--- src/rtl/aapm_pkg.sv ---
// Package: widths, codes, symbol constants and ramp functions for the ASCII pixel mapper.
`default_nettype none

package aapm_pkg;

   localparam int MAX_WIDTH_DEFAULT  = 1024;
   localparam int MAX_HEIGHT_DEFAULT = 4096;

   localparam int PIXEL_W    = 8;
   localparam int SYMBOL_W   = 7;
   localparam int COLUMN_W   = 10;
   localparam int ROW_W      = 12;
   localparam int CSR_IDX_W  = 2;
   localparam int CSR_DATA_W = 13;
   localparam int STYLE_W    = 3;
   localparam int FWIDTH_W   = 11;
   localparam int FHEIGHT_W  = 13;

   localparam int FRAME_WIDTH_RESET    = 1024;
   localparam int FRAME_HEIGHT_RESET   = 4096;
   localparam int EDGE_THRESHOLD_RESET = 50;

   // x / 17 == (x * 241) >> 12 for every 8-bit x
   localparam int RECIP_17    = 241;
   localparam int RECIP_SHIFT = 12;

   typedef enum logic [CSR_IDX_W-1:0] {
      CSR_STYLE_MODE     = 2'd0,
      CSR_FRAME_WIDTH    = 2'd1,
      CSR_FRAME_HEIGHT   = 2'd2,
      CSR_EDGE_THRESHOLD = 2'd3
   } csr_index_type;

   typedef enum logic [STYLE_W-1:0] {
      STYLE_CLASSIC    = 3'd0,
      STYLE_INVERSE    = 3'd1,
      STYLE_HORIZONTAL = 3'd2,
      STYLE_VERTICAL   = 3'd3,
      STYLE_GRADIENT   = 3'd4,
      STYLE_COMPARE    = 3'd5
   } style_type;

   localparam logic [SYMBOL_W-1:0] SYM_SPACE   = 7'h20;
   localparam logic [SYMBOL_W-1:0] SYM_PERCENT = 7'h25;
   localparam logic [SYMBOL_W-1:0] SYM_AMP     = 7'h26;
   localparam logic [SYMBOL_W-1:0] SYM_STAR    = 7'h2A;
   localparam logic [SYMBOL_W-1:0] SYM_PLUS    = 7'h2B;
   localparam logic [SYMBOL_W-1:0] SYM_MINUS   = 7'h2D;
   localparam logic [SYMBOL_W-1:0] SYM_DOT     = 7'h2E;
   localparam logic [SYMBOL_W-1:0] SYM_ZERO    = 7'h30;
   localparam logic [SYMBOL_W-1:0] SYM_ONE     = 7'h31;
   localparam logic [SYMBOL_W-1:0] SYM_TWO     = 7'h32;
   localparam logic [SYMBOL_W-1:0] SYM_THREE   = 7'h33;
   localparam logic [SYMBOL_W-1:0] SYM_FOUR    = 7'h34;
   localparam logic [SYMBOL_W-1:0] SYM_LESS    = 7'h3C;
   localparam logic [SYMBOL_W-1:0] SYM_GREATER = 7'h3E;
   localparam logic [SYMBOL_W-1:0] SYM_AT      = 7'h40;
   localparam logic [SYMBOL_W-1:0] SYM_A       = 7'h41;
   localparam logic [SYMBOL_W-1:0] SYM_H       = 7'h48;
   localparam logic [SYMBOL_W-1:0] SYM_O       = 7'h4F;
   localparam logic [SYMBOL_W-1:0] SYM_T       = 7'h54;
   localparam logic [SYMBOL_W-1:0] SYM_W       = 7'h57;
   localparam logic [SYMBOL_W-1:0] SYM_X       = 7'h58;
   localparam logic [SYMBOL_W-1:0] SYM_CARET   = 7'h5E;
   localparam logic [SYMBOL_W-1:0] SYM_PIPE    = 7'h7C;

   // operands of one result as loaded into a cell
   typedef struct packed {
      logic [PIXEL_W-1:0]  cur;
      logic [PIXEL_W-1:0]  right;
      logic [PIXEL_W-1:0]  under;
      logic                lastc;
      logic                lastr;
      logic [COLUMN_W-1:0] column;
      logic [ROW_W-1:0]    row;
      logic                last;
      logic                done;
   } cell_ops_type;

   typedef struct packed {
      logic [SYMBOL_W-1:0] symbol;
      logic [COLUMN_W-1:0] column;
      logic [ROW_W-1:0]    row;
      logic                last;
      logic                done;
   } rsp_item_type;

   typedef struct packed {
      logic         valid;
      rsp_item_type item;
   } slot_type;

   function automatic logic [3:0] div17(input logic [PIXEL_W-1:0] x);
      logic [15:0] prod;
      prod = 16'(x) * 16'(RECIP_17);
      return prod[15:RECIP_SHIFT];
   endfunction

   function automatic logic [SYMBOL_W-1:0] ramp_classic(input logic [3:0] q);
      logic [SYMBOL_W-1:0] s;
      case (q)
         4'd0:    s = SYM_AT;
         4'd1:    s = SYM_AMP;
         4'd2:    s = SYM_PERCENT;
         4'd3:    s = SYM_W;
         4'd4:    s = SYM_X;
         4'd5:    s = SYM_A;
         4'd6:    s = SYM_H;
         4'd7:    s = SYM_O;
         4'd8:    s = SYM_T;
         4'd9:    s = SYM_STAR;
         4'd10:   s = SYM_CARET;
         4'd11:   s = SYM_PLUS;
         4'd12:   s = SYM_MINUS;
         4'd13:   s = SYM_DOT;
         default: s = SYM_SPACE;
      endcase
      return s;
   endfunction

   function automatic logic [SYMBOL_W-1:0] ramp_inverse(input logic [3:0] q);
      logic [SYMBOL_W-1:0] s;
      case (q)
         4'd0:    s = SYM_SPACE;
         4'd1:    s = SYM_DOT;
         4'd2:    s = SYM_MINUS;
         4'd3:    s = SYM_PLUS;
         4'd4:    s = SYM_CARET;
         4'd5:    s = SYM_STAR;
         4'd6:    s = SYM_T;
         4'd7:    s = SYM_O;
         4'd8:    s = SYM_H;
         4'd9:    s = SYM_A;
         4'd10:   s = SYM_X;
         4'd11:   s = SYM_W;
         4'd12:   s = SYM_PERCENT;
         4'd13:   s = SYM_AMP;
         default: s = SYM_AT;
      endcase
      return s;
   endfunction

endpackage

`default_nettype wire

--- src/rtl/aapm_cell.sv ---
// Output cell: picks the symbol on load, shifts in its neighbor's result on shift, else holds.
`default_nettype none

module aapm_cell (
   input  logic                            clock,
   input  logic                            reset,
   input  logic                            load,
   input  logic                            shift,
   input  logic                            load_valid,
   input  aapm_pkg::cell_ops_type          load_ops,
   input  logic [aapm_pkg::STYLE_W-1:0]    style,
   input  logic [aapm_pkg::PIXEL_W-1:0]    threshold,
   input  aapm_pkg::slot_type              next_slot,
   output aapm_pkg::slot_type              slot
);
   import aapm_pkg::*;

   logic                valid_ff;
   logic                valid_in;
   rsp_item_type        item_ff;
   rsp_item_type        item_in;
   logic [PIXEL_W-1:0]  dr;
   logic [PIXEL_W-1:0]  du;
   logic [SYMBOL_W-1:0] symbol;

   assign dr = (load_ops.cur > load_ops.right) ? load_ops.cur - load_ops.right
                                               : load_ops.right - load_ops.cur;
   assign du = (load_ops.cur > load_ops.under) ? load_ops.cur - load_ops.under
                                               : load_ops.under - load_ops.cur;

   always_comb begin
      unique case (style)
         STYLE_INVERSE: symbol = ramp_inverse(div17(load_ops.cur));
         STYLE_HORIZONTAL: begin
            symbol = (!load_ops.lastc && dr > threshold) ? SYM_PIPE : SYM_ZERO;
         end
         STYLE_VERTICAL: begin
            symbol = (!load_ops.lastr && du > threshold) ? SYM_MINUS : SYM_SPACE;
         end
         STYLE_GRADIENT: begin
            if (load_ops.lastc && load_ops.lastr) begin
               symbol = SYM_ONE;
            end else if (load_ops.lastc) begin
               symbol = (du > threshold) ? SYM_MINUS : SYM_TWO;
            end else if (load_ops.lastr) begin
               symbol = (dr > threshold) ? SYM_PIPE : SYM_THREE;
            end else if (dr < threshold && du > threshold) begin
               symbol = SYM_MINUS;
            end else if (dr > threshold && du < threshold) begin
               symbol = SYM_PIPE;
            end else if (dr > threshold && du > threshold) begin
               symbol = SYM_PLUS;
            end else begin
               symbol = SYM_FOUR;
            end
         end
         STYLE_COMPARE: begin
            if (load_ops.lastc) begin
               symbol = SYM_SPACE;
            end else begin
               symbol = (load_ops.cur > load_ops.right) ? SYM_GREATER : SYM_LESS;
            end
         end
         default: symbol = ramp_classic(div17(load_ops.cur));
      endcase
   end

   always_comb begin
      valid_in = valid_ff;
      item_in  = item_ff;
      if (load) begin
         valid_in       = load_valid;
         item_in.symbol = symbol;
         item_in.column = load_ops.column;
         item_in.row    = load_ops.row;
         item_in.last   = load_ops.last;
         item_in.done   = load_ops.done;
      end else if (shift) begin
         valid_in = next_slot.valid;
         item_in  = next_slot.item;
      end
   end

   always_ff @(posedge clock) begin
      if (reset) begin
         valid_ff <= 1'b0;
      end else begin
         valid_ff <= valid_in;
      end
      item_ff <= item_in;
   end

   assign slot.valid = valid_ff;
   assign slot.item  = item_ff;

endmodule

`default_nettype wire

--- config.mk ---
export PLATFORM = sky130hd
export DESIGN_NAME = aapm_cell
export DESIGN_NICKNAME = d
export VERILOG_FILES = /design/src/rtl/aapm_pkg.sv /design/src/rtl/aapm_cell.sv
export SDC_FILE = /design/constraint.sdc
export NUM_CORES = 1
export LEC_CHECK = 0
export BUFFER_PORTS_ARGS = -buffer_cell sky130_fd_sc_hd__buf_2
export CAP_MARGIN = 15
export CORE_AREA = 8 8 86 119
export DETAILED_ROUTE_END_ITERATION = 10
export DIE_AREA = 0 0 94 127
export GPL_TIMING_DRIVEN = 0
export PLACE_DENSITY = 0.95
export SLEW_MARGIN = 5
export SYNTH_ARGS = -nofsm -noshare
export SYNTH_HDL_FRONTEND = slang
export SYNTH_SLANG_ARGS = --single-unit
export TNS_END_PERCENT = 30
--- constraint.sdc ---
create_clock -name clock -period 6.9 [get_ports clock]
set_clock_uncertainty 0.1 [all_clocks]
set_input_delay 0.345 -clock clock [delete_from_list [all_inputs] [get_ports clock]]
set_output_delay 0.345 -clock clock [all_outputs]
set_load 0.05 [all_outputs]
==> results of run 1 <==
==> final cells by class <==
type,count,share of cell area
multi-input cells,412,0.618
flip-flops and latches,32,0.165
repair buffers,126,0.110
inverters,56,0.0366
clock buffers,8,0.0255
well taps,105,0.0229
plain buffers,15,0.0218
==> metal layers <==
layer | vias up | global-route usage | share of wire
li1 | 2170 | - | -
met3 | 46 | 0.0463 | 0.086
met5 | - | 0 | 0
met4 | 0 | 0.140 | 0.042
met2 | 242 | 0.426 | 0.51
met1 | 2222 | 0.205 | 0.36
==> how the worst max path moves through the flow <==
stage	start	to	slack [ps]	cells after the start
2_1_floorplan	load_ops[42]	slot[24]	2140	17
5_1_grt	load_ops[43]	slot[24]	1290	18
6_report	load_ops[43]	slot[24]	1510	18
3_5_place_dp	load_ops[43]	slot[24]	1280	18
4_1_cts	load_ops[43]	slot[24]	1540	18
3_3_place_gp	load_ops[43]	slot[24]	1360	18
==> placed cells by master (no fill, tap or decap), types with 11 or more instances in the layout <==
cell type and instances:
inv_1 56, fa_1 18, buf_2 130, a211oi_1 12, nor2_1 24, mux2_2 29, xnor2_1 11, a21oi_1 32
nor3_1 14, o21ai_0 14, a21o_1 13, ha_1 82, nand2_1 27, edfxtp_1 31
==> registers in the layout, indices dropped and copies added (netlist names) <==
signal	count
valid_ff	1
slot	31
==> kinds of logic (layout without fill, tap and decap cells) <==
group / Yosys count / count (layout) / synth area share
and+or+nand+nor: 125 / 125 / 0.137
adders and majority gates: 100 / 100 / 0.287
DFF: 32 / 32 / 0.197
buffers and inverters: 71 / 205 / 0.0693
muxes: 39 / 39 / 0.0882
xor gates and xnor gates: 16 / 16 / 0.0290
AOI/OAI and AO/OA: 132 / 132 / 0.194
==> critical path, stage by stage <==
cell      delay, ps
buf_2           250
fa_1            470
inv_1           110
fa_1            450
fa_1            500
inv_1            40
ha_1            190
ha_1            290
and4_1          200
a41oi_2         310
a21oi_1         120
o211ai_1        580
inv_1           290
ha_1            340
inv_1           100
o21ai_0         140
and3_1          220
o32a_1          340
==> per-stage QoR <==
stage / std cells / utilization / total power [W]
5_1_grt: 754 / 0.683 / 0.00153
2_1_floorplan: 515 / - / 0.000964
4_1_cts: 754 / 0.683 / 0.00142
3_3_place_gp: 746 / 0.666 / 0.00117
3_5_place_dp: 746 / 0.666 / 0.00120
6_report: 754 / 0.683 / 0.00143
==> power breakdown <==
part / internal (W) / switching, W
clock network: 0.000143 / 0.0000664
registers: 0.000249 / 0.00000728
logic: 0.000348 / 0.000613
==> results.md, run 1 <==
- Outcome: finished clean
- PwrDens: around 250 mW/mm^2
- Post-route clock period utilization: 0.781
- Synth Warn #: 0
- Max Cap Viol: 0
- Post_cts resized: 0
- Worst hold stages: 2
- Cell variety after synth: 75
- Wire length per cell: roughly 19 um
- CORE AREA: approximately 0.0084 mm^2
- Row count: 40
- Cell with the most instances after synthesis: ha_1
- Fin. max-slew vios: 0
- CTS root buf: clkbuf_16
- Cell taking the most area after synthesis: ha_1
- Drt total wl: between 10000 and 15000 um
- Max Clk Rate: about 0.19 GHz
- Post-DP Area: about 0.0056 mm^2
- Number of global-route vias before repair: between 4000 and 5000
- CP max FO: 8
- Synth top area cells: ha_1 21%, edfxtp_1 19%, fa_1 7.4%
- Grt ovf: 0
- Die area: between 0.01 and 0.015 mm^2
- Dpl ws: approximately 1300 ps
- H-tree depth: 2
- Predominant post-synthesis flop cell: edfxtp_1
- Post-route ant nets: 0
- Setup-failing EPs final: 0
- Later-pin clock latency in the skew report: 270 ps
- # nets final: about 850
- Vias: about 4700
- Pin count of the biggest net entering global routing: 32
- Synth cell count leaders: 82 x ha_1, 56 x inv_1, 32 x a21oi_1, 31 x edfxtp_1, 29 x mux2_2
- Peak supply drop: approximately 0.22 mV
- Die span in y: 127 um
- Initial Utilization: 0.575
- Max_slew headroom: 0.547
- Fraction of layout cells with a size suffix above 1: 0.297
- Worst setup slack after layout: 1510 ps
- Post-CTS Setup Inserts: 0
- Max Buffers Root-to-Sink: 2
- Slew @ Worst Pin: 676 ps
- Antenna diodes: 0
- Final min period: 5390 ps
- # clock sinks: 32
- Worst r2r src: valid_ff
- CP Class: in -> reg
- R2R cell count: 4
- Syn Inst Count: between 500 and 600
- Synth Cell Area: around 0.0048 mm^2
- Worst Hold Endpoint: valid_ff
- HPWL after detailed placement: between 10000 and 15000 um
- Syn_area_per_cell: roughly 9.4 um^2
- Yosys reg bits: 32
- First-pass GRT wire length: 21700 um
- Cts hold-fix bufs: 0
- CTS tree: done
- Critical path arrival: approximately 5300 ps
- Residual DRC: 0
- Antenna violations before repair: 0
- Port Buf Inserts: roughly 130
- Hold Startpoint: reset
- Reg-to-reg endpoint: valid_ff
- Router iterations before antenna repair: 4
- Number of CTS-inserted buffers: 5
- # fillers: roughly 660
- Gr usage total: 0.223
- Drt initial violations: around 160
- Area of the multi-input gates: approximately 0.0036 mm^2
- Worst hold-check path type: in -> reg
- Final setup TNS: 0 ps
- Critical path required time: 6820 ps
- Worst Setup End Kind: flip-flop
- Hold_ws: 161 ps
- Static Leak: around 2.8 nW
- Io pins: between 100 and 150
- Fin area: roughly 0.0057 mm^2
- R2R setup slack: 5980 ps
- Final hold vios: 0
- RSZ-0062 raised after global routing: no
- Register area: approximately 950 um^2
- Startpoint types: primary input
- Die width: around 94 um
- Sequential share of the synthesized area: 0.197
- Clock transition at path regs: roughly 40 ps
- Post-synth EDFFs: 31
- Yosys top cell area share: 0.212
- Syn Nets: slightly above 700
- Routability cong.: 0.929
- Area Growth Syn to Fin: 18.8%
- Async SR Flop Fraction: 0
- Vias/cell: 6.21
Power figures use the tool's default switching activity.
==> run 2, diff against run 1 <==
--- a/config.mk
+++ b/config.mk
@@ -7,11 +7,11 @@
 export LEC_CHECK = 0
 export BUFFER_PORTS_ARGS = -buffer_cell sky130_fd_sc_hd__buf_2
 export CAP_MARGIN = 15
-export CORE_AREA = 8 8 86 119
+export CORE_AREA = 8 8 93 128
 export DETAILED_ROUTE_END_ITERATION = 10
-export DIE_AREA = 0 0 94 127
+export DIE_AREA = 0 0 101 136
 export GPL_TIMING_DRIVEN = 0
-export PLACE_DENSITY = 0.95
+export PLACE_DENSITY = 0.88
 export SLEW_MARGIN = 5
 export SYNTH_ARGS = -nofsm -noshare
 export SYNTH_HDL_FRONTEND = slang
==> constraint.sdc (replaced) <==
create_clock -name clock -period 4.4 [get_ports clock]
set_clock_uncertainty 0.1 [all_clocks]
set_input_delay 0.22 -clock clock [delete_from_list [all_inputs] [get_ports clock]]
set_output_delay 0.22 -clock clock [all_outputs]
set_load 0.05 [all_outputs]
==> results.md, run 2 (synthesis results as in run 1) <==
- Outcome: complete, but fails checks
- Failing checks: setup timing
- Worst hold-check path type: in -> reg
- Number of flip-flops in the largest register: 31
- WP buf/inv: 7
- First-pass GRT wire length: roughly 23000 um
- Residual DRC: 0
- # nets final: 887
- Static Leak: approximately 3.1 nW
- Worst setup slack after layout: -44.3 ps
- Dpl ws: -843 ps
- Drt initial violations: about 240
- Die span in y: roughly 140 um
- Peak supply drop: ~0.22 mV
- CTS tree: done
- Post-route clock period utilization: 1.01
- Area of the multi-input gates: between 0.003 and 0.004 mm^2
- Worst Setup End Kind: flip-flop
- H-tree depth: 2
- Number of global-route vias before repair: ~5000
- Row count: 44
- Vias: approximately 5000
- Final setup TNS: -44.3 ps
- Grt ovf: 0
- Pin count of the biggest net entering global routing: 32
- Drt total wl: 16000 um
- Post-route ant nets: 0
- CP Class: in -> reg
- Grt met3 use: 0.0492
- Area Growth Syn to Fin: 35.3%
- Stages on the worst setup path: 21
- Slowest Stage Delay on Critical Path: 550 ps
- # clock sinks: 32
- CORE AREA: 0.0101 mm^2
- Critical path required time: 4320 ps
- Hold_ws: around 0.18 ps
- Setup-failing EPs final: 1
- Final hold vios: 0
- Critical path arrival: around 4400 ps
- Max Buffers Root-to-Sink: 2
- Startpoint types: primary input
- Util after Layout: 0.646
- Max_slew headroom: 0.533
- CP max FO: 6
- Vias/cell: around 5.9
- Wire length per cell: 19.3 um
- Gr usage total: 0.213
- Crit path cell chain: buf_6 > fa_1 > inv_2 > fa_1 > fa_2 > inv_2 > ha_4 > ha_4 > and4_4 > a41oi_4 > buf_6 > a21o_1 > o211ai_1 > buf_4 > inv_4 > ha_4 > buf_4 > nor3_1 > a211oi_1 > o31ai_1 > a21oi_1
- Initial Utilization: 0.478
- CP dominant cell by count: ha_4
- Slew @ Worst Pin: 701 ps
- Later-pin clock latency in the skew report: ~270 ps
- Fin. max-slew vios: 0
- Worst hold stages: 2
- Io pins: between 100 and 150
- Met1 GRT Util: 0.201
- Worst r2r src: valid_ff
- Die width: approximately 100 um
- Antenna diodes: 0
- Max Cap Viol: 0
- RSZ-0062 raised after global routing: yes
- PwrDens: around 430 mW/mm^2
- Final min period: between 4000 and 5000 ps
- Die area: about 0.014 mm^2
- Worst path slowest cell: fa_1
- CTS root buf: clkbuf_16
- Power Total: approximately 0.0028 W
- Reg-to-reg endpoint: valid_ff
- Register area: 951 um^2
- Port Buf Inserts: about 130
- R2R cell count: 4
- Commonest non-fill, non-tap cell in the layout: buf_2
- Number of CTS-inserted buffers: 5
- Routability cong.: between 0.9 and 1
- Antenna violations before repair: 0
- HPWL after detailed placement: ~12000 um
- Hold Startpoint: reset
- GRT Max-Usage Layer: met2
- Max Clk Rate: ~0.23 GHz
- Crit-path leading delay family: adder cells
- Commonest cells after routing, fill and taps aside: 122 x buf_2, 73 x ha_1, 50 x inv_1
- Worst Hold Endpoint: valid_ff
- Clock transition at path regs: about 50 ps
- R2R setup slack: 3560 ps
- Fraction of layout cells with a size suffix above 1: 0.435
- Met2 Use GR: 0.403
- # fillers: between 800 and 900
- Router iterations before antenna repair: 5
run 2: cell types whose count changed in the layout (fill, tap and decap cells not counted), sizes merged:
| cell | before | now |
|---|---|---|
| buf | 137 | 175 |
| clkinv | 0 | 3 |
run 2: worst max path at each step:
stage,startpoint,endpoint,slack (ps)
after floorplan,load_ops[42],slot[24],-30
after global placement,load_ops[43],slot[24],-720
after detailed placement,load_ops[42],slot[24],-840
after CTS,load_ops[44],slot[24],-30
after global routing,load_ops[42],slot[26],-160
final,load_ops[42],slot[26],-40
run 2: repair_timing:
action | in CTS | in global routing
hold buffers | 0 | 0
setup buffers | 23 | 18
pin swaps | 36 | 33
resized for setup | 64 | 41
setup endpoints to repair | 7 | 7
run 2: power by group:
group / switching [W] / internal [W] / total (W)
clock network: 0.000116 / 0.000205 / 0.000321
logic: 0.00120 / 0.000874 / 0.00208
registers: 0.0000114 / 0.000390 / 0.000401
total: 0.00133 / 0.00147 / 0.00280
run 2: final cells by class:
type / count / share of cell area
plain buffers: 15 / 0.0204
inverters: 56 / 0.0329
clock inverters: 3 / 0.00210
clock buffers: 5 / 0.0191
flip-flops and latches: 32 / 0.145
repair buffers: 167 / 0.148
well taps: 138 / 0.0264
multi-input cells: 412 / 0.605
run 2: per-layer routing:
layer,vias up,part of all wire,wire (um)
met2,272,0.51,8190
li1,2248,-,-
met5,-,0,0
met4,0,0.051,816
met1,2311,0.35,5580
met3,59,0.090,1440
run 2: per-stage QoR:
stage | std cells | area (um^2)
2_1_floorplan | 515 | 4860
3_3_place_gp | 779 | 5670
3_5_place_dp | 779 | 5670
4_1_cts | 810 | 6250
5_1_grt | 828 | 6550
6_report | 828 | 6550
==> run 3, diff against run 2 <==
--- a/config.mk
+++ b/config.mk
@@ -7,11 +7,14 @@
 export LEC_CHECK = 0
 export BUFFER_PORTS_ARGS = -buffer_cell sky130_fd_sc_hd__buf_2
 export CAP_MARGIN = 15
-export CORE_AREA = 8 8 93 128
+export CELL_PAD_IN_SITES_DETAIL_PLACEMENT = 0
+export CELL_PAD_IN_SITES_GLOBAL_PLACEMENT = 1
+export CORE_AREA = 8 8 106 147
 export DETAILED_ROUTE_END_ITERATION = 10
-export DIE_AREA = 0 0 101 136
+export DIE_AREA = 0 0 114 155
 export GPL_TIMING_DRIVEN = 0
-export PLACE_DENSITY = 0.88
+export PLACE_DENSITY = 0.87
+export SETUP_SLACK_MARGIN = 0.3
 export SLEW_MARGIN = 5
 export SYNTH_ARGS = -nofsm -noshare
 export SYNTH_HDL_FRONTEND = slang
==> results.md, run 3 (synthesis results as in run 1) <==
- Outcome: finished clean
- Slew @ Worst Pin: 685 ps
- HPWL after detailed placement: between 10000 and 15000 um
- Antenna violations before repair: 0
- Max_slew headroom: 0.544
- Grt ovf: 0
- Drt initial violations: 140
- Max Cap Viol: 0
- Number of global-route vias before repair: 4837
- Worst setup slack after layout: roughly 70 ps
- Pint: 0.00138 W
- Final min period: ~4300 ps
- Router iterations before antenna repair: 4
- First-pass GRT wire length: 23500 um
- Worst Hold Endpoint: valid_ff
- Power Total: 0.00263 W
- Vias/cell: 5.28
- Static Leak: 3.02 nW
- Sw frac: 0.473
- Later-pin clock latency in the skew report: 280 ps
- Vias: around 4600
- R2R setup slack: between 3000 and 4000 ps
- # nets final: ~900
- Max Buffers Root-to-Sink: 2
- Area Growth Syn to Fin: 34.9%
- Reg-to-reg endpoint: valid_ff
- Clock share of power: 0.124
- Comb pwr share: 0.723
- H-tree depth: 2
- Io pins: 130
- Sequential Power Share: 0.153
- Commonest non-fill, non-tap cell in the layout: buf_2
- Die width: around 110 um
- Clock transition at path regs: roughly 50 ps
- Routability cong.: between 0.9 and 1
- Die span in y: 155 um
- Number of flip-flops in the largest register: 31
- Post-route ant nets: 0
- Residual DRC: 0
- CORE AREA: around 0.014 mm^2
- Worst Setup End Kind: flip-flop
- CTS root buf: clkbuf_16
- Row count: 51
- Final hold vios: 0
- Max Clk Rate: roughly 0.23 GHz
- Wire length per cell: 16.8 um
- Sw power: 0.00124 W
- Setup-failing EPs final: 0
- Post-route clock period utilization: 0.984
- # clock sinks: 32
- CTS tree: done
- Critical path arrival: about 4300 ps
- Commonest cells after routing, fill and taps aside: 121 x buf_2, 71 x ha_1, 49 x inv_1
- Fraction of layout cells with a size suffix above 1: 0.424
- CP Class: in -> reg
- Drt total wl: 14600 um
- Initial Utilization: 0.358
- Die area: about 0.018 mm^2
- R2R cell count: 4
- Peak supply drop: 0.189 mV
- Worst hold-check path type: in -> reg
- Worst hold stages: 3
- CP max FO: 6
- Port Buf Inserts: 126
- Number of CTS-inserted buffers: 5
- Dpl ws: -929 ps
- Pin count of the biggest net entering global routing: 32
- Critical path required time: roughly 4300 ps
- Antenna diodes: 0
- Fin. max-slew vios: 0
- Worst r2r src: valid_ff
- Hold Startpoint: load_valid
- RSZ-0062 raised after global routing: yes
- Gr usage total: 0.163
- PwrDens: approximately 400 mW/mm^2
- Util after Layout: 0.482
- Startpoint types: primary input
[run 3: cell types whose count changed in the layout (fill, tap and decap cells not counted), moves of 2 or more]
cell,change
ha_1,-2
o21ai_2,-3
buf_6,-2
buf_12,+2
inv_4,-2
ha_4,+2
o21ai_1,+2
buf_4,-9
inv_2,+3
nand3_2,+2
nand3_4,-2
[run 3: power by group through the flow]
stage	combinational (W)	sequential [W]	clock, W
floorplan	0.00104	0.000566	0
global placement	0.00156	0.000405	0
detailed placement	0.00158	0.000408	0
CTS	0.00183	0.000402	0.000334
global route	0.00207	0.000405	0.000349
finish	0.00190	0.000402	0.000326
[run 3: critical path: stages]
cell and delay (ps):
buf_12 120, inv_2 70, ha_4 120, inv_2 40, fa_2 400, a211oi_2 240
o21a_1 170, or2_4 140, o211ai_1 110, o2bb2ai_1 150, a211o_1 330, buf_6 140
xor2_1 130, ha_1 320, and3_4 170, a221o_1 390, a21oi_4 250, nor2_1 80
a21boi_1 160, o32ai_1 120, a211oi_2 260, a31oi_1 120
[run 3: layout make-up]
cell class,instances,area (um^2)
Multi-Input combinational cell,412,3940
Timing Repair Buffer,157,917
Inverter,56,210
Sequential cell,32,951
Tap cell,185,231
Clock buffer,5,125
Buffer,15,136
Clock inverter,3,18.8
Fill cell,1276,7000
[run 3: through the flow]
| step | area [um^2] | hold WS (ps) | setup TNS, ps | instances |
|---|---|---|---|---|
| after floorplan | 4930 | 192 | 0 | 515 |
| after global placement | 5790 | 276 | -4880 | 826 |
| after detailed placement | 5790 | 283 | -5320 | 826 |
| after CTS | 6370 | 69.2 | 0 | 862 |
| after global routing | 6530 | 113 | -295 | 865 |
| final | 6530 | 78.9 | 0 | 865 |
[run 3: worst max path at each step]
stage | slack [ps] | depth (start not counted) | startpoint | to
3_3_place_gp | -830 | 22 | load_ops[42] | slot[24]
2_1_floorplan | 70 | 18 | load_ops[44] | slot[24]
6_report | 70 | 22 | load_ops[42] | slot[27]
3_5_place_dp | -930 | 22 | load_ops[42] | slot[24]
5_1_grt | -70 | 23 | load_ops[42] | slot[24]
4_1_cts | 40 | 18 | load_ops[42] | slot[30]
[run 3: timing repair]
action	4_1_cts	5_1_grt
pin swaps	45	20
setup endpoints to repair	7	7
setup buffers	27	3
hold buffers	1	0
gates cloned	0	0
hold endpoints to repair	1	0
gates resized for setup	50	33
[run 3: layer usage]
layer / part of all wire / up-vias / wire [um] / GRT usage
met2: 0.51 / 166 / 7450 / 0.309
li1: - / 2229 / - / -
met4: 0.027 / 0 / 387 / 0.0611
met5: 0 / - / 0 / 0
met1: 0.39 / 2142 / 5610 / 0.168
met3: 0.076 / 26 / 1110 / 0.0357
